===== src/design/ill_pkg.sv =====
// ----------------------------------------------------------------------------
// INI line lexer package
// Character codes, lexeme modes, result kinds and the event struct that the
// tokenizer hands to the record walker.
// ----------------------------------------------------------------------------
package ill_pkg;

  localparam int BUF_CHARS_DEF = 16;

  localparam logic [7:0] CH_HASH    = 8'h23;
  localparam logic [7:0] CH_SEMI    = 8'h3B;
  localparam logic [7:0] CH_LBRACK  = 8'h5B;
  localparam logic [7:0] CH_RBRACK  = 8'h5D;
  localparam logic [7:0] CH_EQUAL   = 8'h3D;
  localparam logic [7:0] CH_NEWLINE = 8'h0A;
  localparam logic [7:0] CH_SPACE   = 8'h20;

  localparam logic [1:0] MODE_SECTION = 2'd0;
  localparam logic [1:0] MODE_KEY     = 2'd1;
  localparam logic [1:0] MODE_VALUE   = 2'd2;
  localparam logic [1:0] MODE_COMMENT = 2'd3;

  localparam logic [2:0] KIND_SECTION = 3'd0;
  localparam logic [2:0] KIND_KEY     = 3'd1;
  localparam logic [2:0] KIND_VALUE   = 3'd2;
  localparam logic [2:0] KIND_REC_END = 3'd3;
  localparam logic [2:0] KIND_STREAM  = 3'd4;

  typedef struct packed {
    logic emit;
    logic eos;
    logic no_record;
  } tok_evt_t;

endpackage


===== src/design/ill_buf_mem.sv =====
// ----------------------------------------------------------------------------
// INI line lexer buffer memory
// Holds the section, key and value buffers in one synchronous RAM with one
// write port and one registered read port.
// ----------------------------------------------------------------------------
module ill_buf_mem #(
  parameter int BUF_CHARS = 16,
  localparam int IDX_W    = (BUF_CHARS > 1) ? $clog2(BUF_CHARS) : 1,
  localparam int ADDR_W   = IDX_W + 2,
  localparam int DEPTH    = 3 * (1 << IDX_W)
) (
  input  logic              clk,
  input  logic              wr_en,
  input  logic [ADDR_W-1:0] wr_addr,
  input  logic [7:0]        wr_data,
  input  logic              rd_en,
  input  logic [ADDR_W-1:0] rd_addr,
  output logic [7:0]        rd_data
);

  logic [7:0] mem [DEPTH];
  logic [7:0] rd_data_r;

  always_ff @(posedge clk) begin
    if (wr_en) begin
      mem[wr_addr] <= wr_data;
    end
    if (rd_en) begin
      rd_data_r <= mem[rd_addr];
    end
  end

  assign rd_data = rd_data_r;

endmodule


===== src/design/ill_tokenizer.sv =====
// ----------------------------------------------------------------------------
// INI line lexer tokenizer
// Tracks the lexeme mode, the buffer fill counts and the trim bounds of each
// buffer, and writes accepted characters into the buffer memory.
// ----------------------------------------------------------------------------
module ill_tokenizer import ill_pkg::*; #(
  parameter int BUF_CHARS = 16,
  localparam int IDX_W    = (BUF_CHARS > 1) ? $clog2(BUF_CHARS) : 1,
  localparam int CNT_W    = $clog2(BUF_CHARS + 1),
  localparam int ADDR_W   = IDX_W + 2
) (
  input  logic              clk,
  input  logic              rst_n,
  input  logic              acc,
  input  logic [7:0]        ch,
  input  logic              eos,
  output tok_evt_t          evt,
  output logic              wr_en,
  output logic [ADDR_W-1:0] wr_addr,
  output logic [7:0]        wr_data,
  output logic              sec_has,
  output logic [CNT_W-1:0]  sec_lo,
  output logic [CNT_W-1:0]  sec_hi,
  output logic              key_has,
  output logic [CNT_W-1:0]  key_lo,
  output logic [CNT_W-1:0]  key_hi,
  output logic              val_has,
  output logic [CNT_W-1:0]  val_lo,
  output logic [CNT_W-1:0]  val_hi
);

  typedef struct packed {
    logic [CNT_W-1:0] fill;
    logic [CNT_W-1:0] lo;
    logic [CNT_W-1:0] hi;
    logic             has;
  } trk_t;

  typedef struct packed {
    logic [CNT_W-1:0] lo;
    logic [CNT_W-1:0] hi;
    logic             has;
  } bnd_t;

  localparam trk_t TRK_CLR = '0;
  localparam bnd_t BND_CLR = '0;

  logic [1:0] mode_r, mode_nxt;
  logic [1:0] prev_r, prev_nxt;
  logic       seen_r, seen_nxt;
  trk_t       sec_r, sec_nxt;
  trk_t       key_r, key_nxt;
  trk_t       val_r, val_nxt;
  bnd_t       secb_r, secb_nxt;
  bnd_t       keyb_r, keyb_nxt;
  logic       emit;

  function automatic trk_t trk_add(input trk_t t, input logic [7:0] c);
    trk_t r;
    r = t;
    if (c != CH_SPACE) begin
      if (!t.has) begin
        r.lo = t.fill;
      end
      r.has = 1'b1;
      r.hi  = t.fill + CNT_W'(1);
    end
    r.fill = t.fill + CNT_W'(1);
    return r;
  endfunction

  assign emit = (ch == CH_NEWLINE) &&
                ((mode_r == MODE_VALUE) ||
                 ((mode_r == MODE_COMMENT) && (prev_r == MODE_VALUE)));

  assign evt.emit      = !eos && emit;
  assign evt.eos       = eos;
  assign evt.no_record = !seen_r;

  always_comb begin
    mode_nxt = mode_r;
    prev_nxt = prev_r;
    seen_nxt = seen_r;
    sec_nxt  = sec_r;
    key_nxt  = key_r;
    val_nxt  = val_r;
    secb_nxt = secb_r;
    keyb_nxt = keyb_r;
    wr_en    = 1'b0;
    wr_addr  = {mode_r, sec_r.fill[IDX_W-1:0]};
    wr_data  = ch;
    if (acc && !eos) begin
      if ((ch == CH_HASH) || (ch == CH_SEMI)) begin
        prev_nxt = mode_r;
        mode_nxt = MODE_COMMENT;
      end else if (ch == CH_LBRACK) begin
        mode_nxt = MODE_SECTION;
        sec_nxt  = TRK_CLR;
        secb_nxt = BND_CLR;
      end else if (ch == CH_RBRACK) begin
        mode_nxt = MODE_KEY;
        secb_nxt = '{lo: sec_r.lo, hi: sec_r.hi, has: sec_r.has};
      end else if ((ch == CH_EQUAL) && (mode_r != MODE_VALUE)) begin
        mode_nxt = MODE_VALUE;
        keyb_nxt = '{lo: key_r.lo, hi: key_r.hi, has: key_r.has};
        key_nxt  = TRK_CLR;
      end else if (ch == CH_NEWLINE) begin
        if (emit) begin
          seen_nxt = 1'b1;
        end
        mode_nxt = MODE_KEY;
        key_nxt  = TRK_CLR;
        val_nxt  = TRK_CLR;
      end else begin
        case (mode_r)
          MODE_SECTION: begin
            wr_addr = {mode_r, sec_r.fill[IDX_W-1:0]};
            if (sec_r.fill < CNT_W'(BUF_CHARS)) begin
              wr_en   = 1'b1;
              sec_nxt = trk_add(sec_r, ch);
            end
          end
          MODE_KEY: begin
            wr_addr = {mode_r, key_r.fill[IDX_W-1:0]};
            if (key_r.fill < CNT_W'(BUF_CHARS)) begin
              wr_en   = 1'b1;
              key_nxt = trk_add(key_r, ch);
            end
          end
          MODE_VALUE: begin
            wr_addr = {mode_r, val_r.fill[IDX_W-1:0]};
            if (val_r.fill < CNT_W'(BUF_CHARS)) begin
              wr_en   = 1'b1;
              val_nxt = trk_add(val_r, ch);
            end
          end
          default: begin
          end
        endcase
      end
    end
  end

  always_ff @(posedge clk) begin
    if (!rst_n) begin
      mode_r <= MODE_KEY;
      prev_r <= MODE_KEY;
      seen_r <= 1'b0;
      sec_r  <= TRK_CLR;
      key_r  <= TRK_CLR;
      val_r  <= TRK_CLR;
      secb_r <= BND_CLR;
      keyb_r <= BND_CLR;
    end else begin
      mode_r <= mode_nxt;
      prev_r <= prev_nxt;
      seen_r <= seen_nxt;
      sec_r  <= sec_nxt;
      key_r  <= key_nxt;
      val_r  <= val_nxt;
      secb_r <= secb_nxt;
      keyb_r <= keyb_nxt;
    end
  end

  assign sec_has = secb_r.has;
  assign sec_lo  = secb_r.lo;
  assign sec_hi  = secb_r.hi;
  assign key_has = keyb_r.has;
  assign key_lo  = keyb_r.lo;
  assign key_hi  = keyb_r.hi;
  assign val_has = val_r.has;
  assign val_lo  = val_r.lo;
  assign val_hi  = val_r.hi;

endmodule


===== src/design/ini_line_lexer.sv =====
// ----------------------------------------------------------------------------
// INI line lexer
// Byte-serial INI lexer that emits trimmed section, key and value records.
// ----------------------------------------------------------------------------
// Ordinary bytes, and newlines that end no record, are taken one per cycle.
// A newline that ends a record stalls the input while the record is walked
// out of the buffer memory: each emitted character is a read of the single
// read port followed by a load of the output register, and the walk steps
// over the three fields in turn and ends with the record-end transaction.
// An end-of-stream byte stalls the input until its transaction is issued.
// Output back-pressure can hold the walk and both end transactions.
module ini_line_lexer import ill_pkg::*; #(
  parameter int BUF_CHARS = BUF_CHARS_DEF
) (
  input  logic       clk,
  input  logic       rst_n,
  input  logic       in_valid,
  output logic       in_ready,
  input  logic [7:0] in_ch,
  input  logic       in_end_of_stream,
  output logic       out_valid,
  input  logic       out_ready,
  output logic [2:0] out_kind,
  output logic [7:0] out_char,
  output logic       out_status,
  output logic       out_last
);

  localparam int IDX_W  = (BUF_CHARS > 1) ? $clog2(BUF_CHARS) : 1;
  localparam int CNT_W  = $clog2(BUF_CHARS + 1);
  localparam int ADDR_W = IDX_W + 2;
  localparam logic [1:0] PH_END = 2'd3;

  typedef enum logic [2:0] {
    ST_IDLE,
    ST_SCAN,
    ST_LOAD,
    ST_REND,
    ST_EOS
  } state_t;

  state_t            state_r, state_nxt;
  logic [1:0]        phase_r, phase_nxt;
  logic [CNT_W-1:0]  ptr_r, ptr_nxt;
  logic              vsn_has_r, vsn_has_nxt;
  logic [CNT_W-1:0]  vsn_lo_r, vsn_lo_nxt;
  logic [CNT_W-1:0]  vsn_hi_r, vsn_hi_nxt;
  logic              out_valid_r, out_valid_nxt;
  logic [2:0]        out_kind_r, out_kind_nxt;
  logic [7:0]        out_char_r, out_char_nxt;
  logic              out_status_r, out_status_nxt;
  logic              out_last_r, out_last_nxt;

  tok_evt_t          evt;
  logic              acc;
  logic              out_free;
  logic              wr_en;
  logic [ADDR_W-1:0] wr_addr;
  logic [7:0]        wr_data;
  logic              rd_en;
  logic [ADDR_W-1:0] rd_addr;
  logic [7:0]        rd_data;
  logic              sec_has, key_has, val_has;
  logic [CNT_W-1:0]  sec_lo, sec_hi, key_lo, key_hi, val_lo, val_hi;
  logic              w_has [4];
  logic [CNT_W-1:0]  w_lo  [4];
  logic [CNT_W-1:0]  w_hi  [4];
  logic [1:0]        phase_inc;

  ill_tokenizer #(.BUF_CHARS(BUF_CHARS)) u_tok (
    .clk     (clk),
    .rst_n   (rst_n),
    .acc     (acc),
    .ch      (in_ch),
    .eos     (in_end_of_stream),
    .evt     (evt),
    .wr_en   (wr_en),
    .wr_addr (wr_addr),
    .wr_data (wr_data),
    .sec_has (sec_has),
    .sec_lo  (sec_lo),
    .sec_hi  (sec_hi),
    .key_has (key_has),
    .key_lo  (key_lo),
    .key_hi  (key_hi),
    .val_has (val_has),
    .val_lo  (val_lo),
    .val_hi  (val_hi)
  );

  ill_buf_mem #(.BUF_CHARS(BUF_CHARS)) u_mem (
    .clk     (clk),
    .wr_en   (wr_en),
    .wr_addr (wr_addr),
    .wr_data (wr_data),
    .rd_en   (rd_en),
    .rd_addr (rd_addr),
    .rd_data (rd_data)
  );

  assign in_ready  = (state_r == ST_IDLE);
  assign acc       = in_valid && in_ready;
  assign out_free  = !out_valid_r || out_ready;
  assign phase_inc = phase_r + 2'd1;
  assign rd_addr   = {phase_r, ptr_r[IDX_W-1:0]};

  assign w_has[0] = sec_has;
  assign w_has[1] = key_has;
  assign w_has[2] = vsn_has_r;
  assign w_has[3] = 1'b0;
  assign w_lo[0]  = sec_lo;
  assign w_lo[1]  = key_lo;
  assign w_lo[2]  = vsn_lo_r;
  assign w_lo[3]  = '0;
  assign w_hi[0]  = sec_hi;
  assign w_hi[1]  = key_hi;
  assign w_hi[2]  = vsn_hi_r;
  assign w_hi[3]  = '0;

  always_comb begin
    state_nxt      = state_r;
    phase_nxt      = phase_r;
    ptr_nxt        = ptr_r;
    vsn_has_nxt    = vsn_has_r;
    vsn_lo_nxt     = vsn_lo_r;
    vsn_hi_nxt     = vsn_hi_r;
    out_valid_nxt  = out_valid_r && !out_ready;
    out_kind_nxt   = out_kind_r;
    out_char_nxt   = out_char_r;
    out_status_nxt = out_status_r;
    out_last_nxt   = out_last_r;
    rd_en          = 1'b0;
    case (state_r)
      ST_IDLE: begin
        if (acc) begin
          if (evt.eos) begin
            state_nxt = ST_EOS;
          end else if (evt.emit) begin
            state_nxt   = ST_SCAN;
            phase_nxt   = MODE_SECTION;
            ptr_nxt     = sec_lo;
            vsn_has_nxt = val_has;
            vsn_lo_nxt  = val_lo;
            vsn_hi_nxt  = val_hi;
          end
        end
      end
      ST_SCAN: begin
        if (phase_r == PH_END) begin
          state_nxt = ST_REND;
        end else if (w_has[phase_r] && (ptr_r < w_hi[phase_r])) begin
          if (out_free) begin
            rd_en     = 1'b1;
            ptr_nxt   = ptr_r + CNT_W'(1);
            state_nxt = ST_LOAD;
          end
        end else begin
          phase_nxt = phase_inc;
          ptr_nxt   = w_lo[phase_inc];
        end
      end
      ST_LOAD: begin
        out_valid_nxt  = 1'b1;
        out_kind_nxt   = {1'b0, phase_r};
        out_char_nxt   = rd_data;
        out_status_nxt = 1'b0;
        out_last_nxt   = 1'b0;
        state_nxt      = ST_SCAN;
      end
      ST_REND: begin
        if (out_free) begin
          out_valid_nxt  = 1'b1;
          out_kind_nxt   = KIND_REC_END;
          out_char_nxt   = '0;
          out_status_nxt = 1'b0;
          out_last_nxt   = 1'b1;
          state_nxt      = ST_IDLE;
        end
      end
      ST_EOS: begin
        if (out_free) begin
          out_valid_nxt  = 1'b1;
          out_kind_nxt   = KIND_STREAM;
          out_char_nxt   = '0;
          out_status_nxt = evt.no_record;
          out_last_nxt   = 1'b1;
          state_nxt      = ST_IDLE;
        end
      end
      default: begin
        state_nxt = ST_IDLE;
      end
    endcase
  end

  always_ff @(posedge clk) begin
    if (!rst_n) begin
      state_r     <= ST_IDLE;
      out_valid_r <= 1'b0;
    end else begin
      state_r     <= state_nxt;
      out_valid_r <= out_valid_nxt;
    end
    phase_r      <= phase_nxt;
    ptr_r        <= ptr_nxt;
    vsn_has_r    <= vsn_has_nxt;
    vsn_lo_r     <= vsn_lo_nxt;
    vsn_hi_r     <= vsn_hi_nxt;
    out_kind_r   <= out_kind_nxt;
    out_char_r   <= out_char_nxt;
    out_status_r <= out_status_nxt;
    out_last_r   <= out_last_nxt;
  end

  assign out_valid  = out_valid_r;
  assign out_kind   = out_kind_r;
  assign out_char   = out_char_r;
  assign out_status = out_status_r;
  assign out_last   = out_last_r;

endmodule


===== config.mk =====
export PLATFORM = sky130hd
export DESIGN_NAME = ini_line_lexer
export DESIGN_NICKNAME = d
export VERILOG_FILES = /design/src/design/ill_pkg.sv /design/src/design/ill_buf_mem.sv /design/src/design/ill_tokenizer.sv /design/src/design/ini_line_lexer.sv
export SDC_FILE = /design/constraint.sdc
export NUM_CORES = 1
export LEC_CHECK = 0
export BUFFER_PORTS_ARGS = -buffer_cell sky130_fd_sc_hd__clkbuf_2
export CORE_MARGIN = 8
export CORE_UTILIZATION = 39
export CTS_CLUSTER_DIAMETER = 60
export DETAILED_ROUTE_END_ITERATION = 8
export HOLD_SLACK_MARGIN = 0.15
export SYNTH_ARGS = -nofsm -noshare
export SYNTH_HDL_FRONTEND = slang
export SYNTH_SLANG_ARGS = --single-unit

===== constraint.sdc =====
create_clock -name clk -period 5.9 [get_ports clk]
set_input_delay 0.295 -clock clk [delete_from_list [all_inputs] [get_ports clk]]
set_output_delay 0.295 -clock clk [all_outputs]
set_load 0.01 [all_outputs]

Word level (Yosys, flattened, before mapping) --
Memory sizes are Yosys's and may differ from the RTL's. A register that Yosys moved wholly into a read port is not among the register bits. Index checks and enable logic that the tools add are counted.
Storage, ports and cells: input bits 13, RAM bits 384, memory bits (read-only) 0, memories kept 1, output and inout bits 15, latch bits 0, register bits after elaboration 110
Operators by class: divide/modulo/power cells 0, $add $sub $neg 5, shifts and indexed selects 0, equality and inequality tests 35, reductions and logical operators 52, multipliers 0, bitwise gates (word level) 7, muxes and demuxes 91, magnitude comparators 6
Memories:
- u_mem.mem | depth 48, width 8, read ports 1, clocked after memory_dff 1, write ports 1, line ill_buf_mem.sv:21 | logic [7:0] mem [DEPTH];
Operator list (number):
- 16-bit 2-to-1 mux | 13
- 5-bit 2-to-1 mux | 13
- 11-bit 2-to-1 mux | 5
- 7-bit AND reduction | 4
- 3-bit 2-to-1 mux | 9
- 8-bit by 6-bit equality test with 1-bit output (second input constant) | 3
- 4-bit 2-to-1 mux | 6
- 8-bit AND reduction | 3
- 1-bit 2-to-1 mux | 21
- 5-bit by 1-bit adder with 5-bit output (second input constant) | 4
- 5-bit binary-select mux with 2-bit select | 2
- 2-bit 2-to-1 mux | 10
- 2-bit inequality test (second input constant) | 9
- 6-bit AND reduction | 3
- 9-bit AND reduction | 2
- 2-bit nonzero test | 9
- 8-bit by 7-bit equality test with 1-bit output (second input constant) | 2
- 8-bit case mux with 2 select lines | 1
- 5-bit < comparator (second input constant) | 3
- 3-bit inequality test (second input constant) | 4
- 3-bit case mux with 4 select lines | 1
- 3-bit nonzero test | 4
- 2-bit by 1-bit inequality test with 1-bit output (second input constant) | 5
- 5-bit case mux with 2 select lines | 1
- other kinds (31) | 59

Longest topological paths before layout --
depth after elaboration 11, mapped depth 12

Hierarchy --
Synthesis repeated with hierarchy kept, for this count alone.
Unflattened totals: cell total of the unflattened synthesis 1362, area, all modules 21040.2 sq um
Modules (own cells, without submodules):
- ill_buf_mem | cells each 790, times used 1, sequential area each 11771.3 sq um, area each 15414.8 sq um
- ill_tokenizer | cells each 403, times used 1, sequential area each 1501.4 sq um, area each 3704.8 sq um
- ini_line_lexer | cells each 169, times used 1, sequential area each 1011.0 sq um, area each 1920.6 sq um

Least setup slack after synthesis --
Ideal clock, no wire load.
path kind register -> register, from reg phase_r[0], to reg u_mem.rd_data_r[0], in the netlist u_mem.rd_data[0], read port of u_mem.mem, enable pin, path buffers 2, clock period less this slack 3350 ps, cell stages (with the launch flop) 11, path slack 2550 ps, setup time 385 ps, data required time 5515 ps, arrival 2965 ps, cell sequence edfxtp_1 -> clkbuf_1 -> nor2b_1 -> clkbuf_1 -> a21oi_1 -> ha_1 -> a21oi_1 -> o21ai_0 -> a221oi_1 -> nor2b_1 -> nor3b_1
Between the ends: word-level cells in the longest chain between the ends 9
RTL lines:
- from (decl) | line ini_line_lexer.sv:43 | logic [1:0] phase_r, phase_nxt;
- from (signal assigned) | line ini_line_lexer.sv:204 | phase_r <= phase_nxt;
- 2-bit NOT with 3-bit output (not written as such) | line ini_line_lexer.sv:151 | end else if (w_has[phase_r] && (ptr_r < w_hi[phase_r])) begin
- 5-bit binary-select mux with 2-bit select | line ini_line_lexer.sv:151
- 5-bit 2-to-1 mux (not written as such) (2 in a row) | line ini_line_lexer.sv:151
- 5-bit < comparator | line ini_line_lexer.sv:151
- 1-bit logical AND | line ini_line_lexer.sv:151
- 1-bit 2-to-1 mux | line ini_line_lexer.sv:151
- 1-bit 2-to-1 mux * | line ini_line_lexer.sv:149 | if (phase_r == PH_END) begin
- 1-bit 2-to-1 mux * | line ini_line_lexer.sv:133 | case (state_r)
- net rd_en | line ini_line_lexer.sv:60 | logic rd_en;
- to (decl) | line ill_buf_mem.sv:22 | logic [7:0] rd_data_r;
The timed path passes the listed nets; every way through them passes the cells marked *. The select of a mux whose other input is x is not followed. A chain may end at the register's enable or synchronous reset.

Worst setup path after layout --
from reg u_tok.mode_r[0], to mem u_mem.mem[47][3], enable pin
Between the ends: word-level cells in the longest chain between the ends 10
RTL lines:
- from (decl) | line ill_tokenizer.sv:48 | logic [1:0] mode_r, mode_nxt;
- from (signal assigned) | line ill_tokenizer.sv:155 | mode_r <= mode_nxt;
- 2-bit equality test (tied with other cells) | line ill_tokenizer.sv:115 | case (mode_r)
- 1-bit case mux with 3 select lines | line ill_tokenizer.sv:115
- 1-bit 2-to-1 mux | line ill_tokenizer.sv:107 | end else if (ch == CH_NEWLINE) begin
- 1-bit 2-to-1 mux | line ill_tokenizer.sv:103 | end else if ((ch == CH_EQUAL) && (mode_r != MODE_VALUE)) begin
- 1-bit 2-to-1 mux | line ill_tokenizer.sv:100 | end else if (ch == CH_RBRACK) begin
- 1-bit 2-to-1 mux | line ill_tokenizer.sv:96 | end else if (ch == CH_LBRACK) begin
- 1-bit 2-to-1 mux | line ill_tokenizer.sv:93 | if ((ch == CH_HASH) || (ch == CH_SEMI)) begin
- 1-bit 2-to-1 mux | line ill_tokenizer.sv:92 | if (acc && !eos) begin
- 1-bit 2-to-1 mux | line ill_buf_mem.sv:25 | if (wr_en) begin
- 1-bit 2-to-1 mux (not written as such) | line ill_buf_mem.sv:26 | mem[wr_addr] <= wr_data;
- to (decl) | line ill_buf_mem.sv:21
Parallel ways exist; a longest one is shown, timed or not.

==> metrics.md <==
| Metric | Value |
|---|---|
| CTS Sinks | 502 |
| Hold path cells | 3 |
| Post-synth EDFFs | 423 |
| Mapped Nets | 1314 |
| Routed wl met3 | 2534 µm |
| Slew @ Worst Pin | 1.298 ns |
| Nature of the critical path endpoint | register |
| Type of the most critical hold path | input port to register |
| Final instance area | 0.02311 mm² |
| CTS Hold Bufs | 6 |
| Post-CTS Setup Inserts | 0 |
| Synth Cell Area | 0.02061 mm² |
| Core area | 0.05245 mm² |
| Die width | 245.9 µm |
| 1st-iter DRT viols | 1053 |
| # nets final | 1336 |
| Final setup viols | 0 |
| R2R depth | 8 |
| Share of post-route cells with drive strength above 1 | 0.1994 |
| Largest stage delay on the critical path | 0.83 ns |
| Vias per inst | 5.612 |
| # rows | 84 |
| Met1 WL | 21550 µm |
| Lkg Pwr | 0.007502 µW |
| Gr usage total | 0.1604 |
| #FFs+latches synth | 502 |
| Initial Util | 0.3931 |
| Max-cap violations | 0 |
| Final min period | 4.503 ns |
| Sequential cell area fraction in the yosys report | 0.6929 |
| Period utilisation layout | 0.7632 |
| DP HPWL | 31370 µm |
| RSZ-0062 raised after global routing | no |
| Boundary Pins | 28 |
| Placed inst area | 0.02139 mm² |
| DIE AREA | 0.06047 mm² |
| Final WL | 48490 µm |
| P&R area growth vs syn | 12.09% |
| Yosys warnings | 0 |
| Routed met2 length | 23400 µm |
| Global route overflow | 0 |
| Clock transition at path regs | 0.07 ns |
| Remaining DRCs | 0 |
| Overall power | 7300 µW |
| Clk_lat worst skew | 0.58 ns |
| Critical path, cell by cell | inv_1 -> ha_1 -> nand2b_1 -> a31o_2 -> or3b_2 -> nor2_1 -> nand3_1 -> nor2_1 |
| Crit path DAT | 4.69 ns |
| Synth async-reset ratio | 0 |
| Largest net degree at the start of global routing | 109 |
| Hold Slack | 0.2513 ns |
| Power Density | 315.9 mW/mm² |
| Synthesized instance count | 1288 |
| Port buffer count | 27 |
| Vias in the first global route | 11430 |
| Primary FF master, synth | edfxtp_1 |
| PostCTS Resize Cnt | 0 |
| Final Max Slew Viols | 0 |
| Crit start category | register |
| CTS H-Tree Depth | 2 |
| Total number of vias | 11440 |
| Maximum VDD drop | 0.0001883 V |
| Detail Route Antenna Nets | 0 |
| Worst slew margin | 0.1280 |
| Initial antenna violation count | 0 |
| Deepest clock path buffer count | 3 |
| Status | completed |
| Root Driver | clkbuf_16 |
| First-pass GRT wire length | 73630 µm |
| Required time worst endpoint | 6.09 ns |
| F_max | 222.1 MHz |
| Highest Signal Layer | met4 |
| Gpl congestion | 0.8329 |
| Final Skew | 0.01824 ns |
| Mapped Avg Cell Area | 16.01 µm² |
| Cell variety after synth | 81 |
| WL/cell | 23.78 µm |
| Setup TNS Final | 0 ns |
| Total CTS buffers | 48 |
| Die Height | 245.9 µm |
| Worst Setup Path Type | register to register |
| Worst-path maximum fanout | 28 |
| Fin. Hold Viols | 0 |
| CTS tree | done |
| First-pass iteration count of the detailed router | 5 |
| Slowest CP cell | ha_1 |
| CP most frequent cell | nor2_1 |
-- placed cells by master (no fill, tap or decap), drive strengths merged, types with 6 or more instances in the layout --
master / netlist / routed
nand3: 35 / 35
nor2b: 7 / 7
and3: 40 / 40
a211oi: 12 / 12
a21oi: 42 / 42
xor2: 6 / 6
dfxtp: 79 / 79
a22oi: 14 / 14
inv: 9 / 12
clkbuf: 44 / 94
nand2b: 9 / 9
nand2: 87 / 87
nand3b: 7 / 7
o221ai: 8 / 8
edfxtp: 423 / 423
a22o: 12 / 12
or3: 10 / 10
nand4: 7 / 7
o21ai: 32 / 32
o22ai: 42 / 42
dlygate4sd3: 0 / 6
nor2: 65 / 65
ha: 13 / 13
and2: 16 / 16
nor4: 13 / 13
mux4: 89 / 89
mux2i: 23 / 23
clkinv: 2 / 13
a31oi: 8 / 8
buf: 35 / 18
nor3: 23 / 23
mux2: 23 / 23
xnor2: 6 / 6
-- report_power, final --
group / internal [µW] / switching, µW
clock: 1890 / 1310
combinational: 65.3 / 165
sequential: 3860 / 14.6
total: 5810 / 1490
-- area by class of cell --
class / count / area [µm²]
fill: 4534 / 29340
sequential: 502 / 14280
multi-input combinational: 696 / 5917
clock buffer: 67 / 1408
tap: 688 / 860.8
timing repair buffer: 51 / 342.8
clock inverter: 22 / 247.7
inverter: 11 / 42.54
antenna: 2 / 5.005
-- synth_stat cells, types with 9 or more instances --
library cell	count	area, µm²
clkbuf_1	43	161.4
and2_1	15	93.84
a211oi_1	10	75.07
and3_1	36	225.2
or3_1	9	56.30
a22oi_1	14	105.1
nor2_1	65	244.0
mux2_2	22	247.7
a22o_1	11	96.34
dfxtp_1	79	1582
inv_1	9	33.78
nor3_1	19	95.09
nand2_1	85	319.1
a21oi_1	41	205.2
mux4_2	89	2004
o21ai_0	30	150.1
mux2i_1	22	220.2
ha_1	13	162.7
nand3_1	33	165.2
edfxtp_1	423	12700
nor4_1	11	68.82
buf_2	22	110.1
o22ai_1	42	262.8
nand2b_1	9	56.30
-- per-stage QoR --
step             util  cells  setup slack (ns)
6_report       0.4406   2039             1.397
5_1_grt        0.4405   2037             1.180
4_1_cts        0.4405   2037             1.427
3_5_place_dp   0.4078   1942             1.451
3_3_place_gp   0.4078   1942             1.587
2_1_floorplan       -   1288             2.550
-- metal layers --
metal  global-route usage  vias up
met5                    0        -
met4              0.04965        0
met3              0.02444       66
met2               0.2607      333
met1               0.2206     5867
li1                     -     5176
-- flip-flops by register name (all words and copies together), names as in the netlist, 2 cells and up --
signal / count
out_char: 8
out_kind: 3
phase_r: 2
ptr_r: 5
state_r: 3
u_mem.mem: 384
u_mem.rd_data: 8
u_tok.key_hi: 5
u_tok.key_lo: 5
u_tok.key_r: 16
u_tok.mode_r: 2
u_tok.prev_r: 2
u_tok.sec_hi: 5
u_tok.sec_lo: 5
u_tok.sec_r: 16
u_tok.val_hi: 5
u_tok.val_lo: 5
u_tok.val_r: 5
vsn_hi_r: 5
vsn_lo_r: 5
-- cell families (layout without fill, tap and decap cells) --
group,count (synthesis),count (layout),share of synthesized area
XOR/XNOR,12,12,0.005098
adder cells (fa/ha/maj),13,13,0.007890
AO/OA/AOI/OAI,200,200,0.06500
flip-flops,502,502,0.6929
multiplexers,135,135,0.1218
AND/OR/NAND/NOR,336,336,0.08728
buffers and inverters,90,151,0.02009
other,0,2,0
-- final timing paths --
kind                                       from          endpoint  slack (ns)
worst max register to register  u_tok.mode_r[0]  u_mem.mem[47][3]        1.40
worst max-delay path            u_tok.mode_r[0]  u_mem.mem[47][3]        1.40
worst min register to register  u_tok.val_hi[1]       vsn_hi_r[1]        0.43
worst min-delay path                  out_ready         out_valid        0.25
-- worst max-delay path: cells and delay by family, from the launching register on --
family	cells	cell delay [ns]
AND/OR/NAND/NOR	5	2.46
buffers and inverters	1	0.11
adder cells (fa/ha/maj)	1	0.83
flip-flops	1	0.34
AO/OA/AOI/OAI	1	0.35
Note: power is estimated with default switching activity, not from simulation.
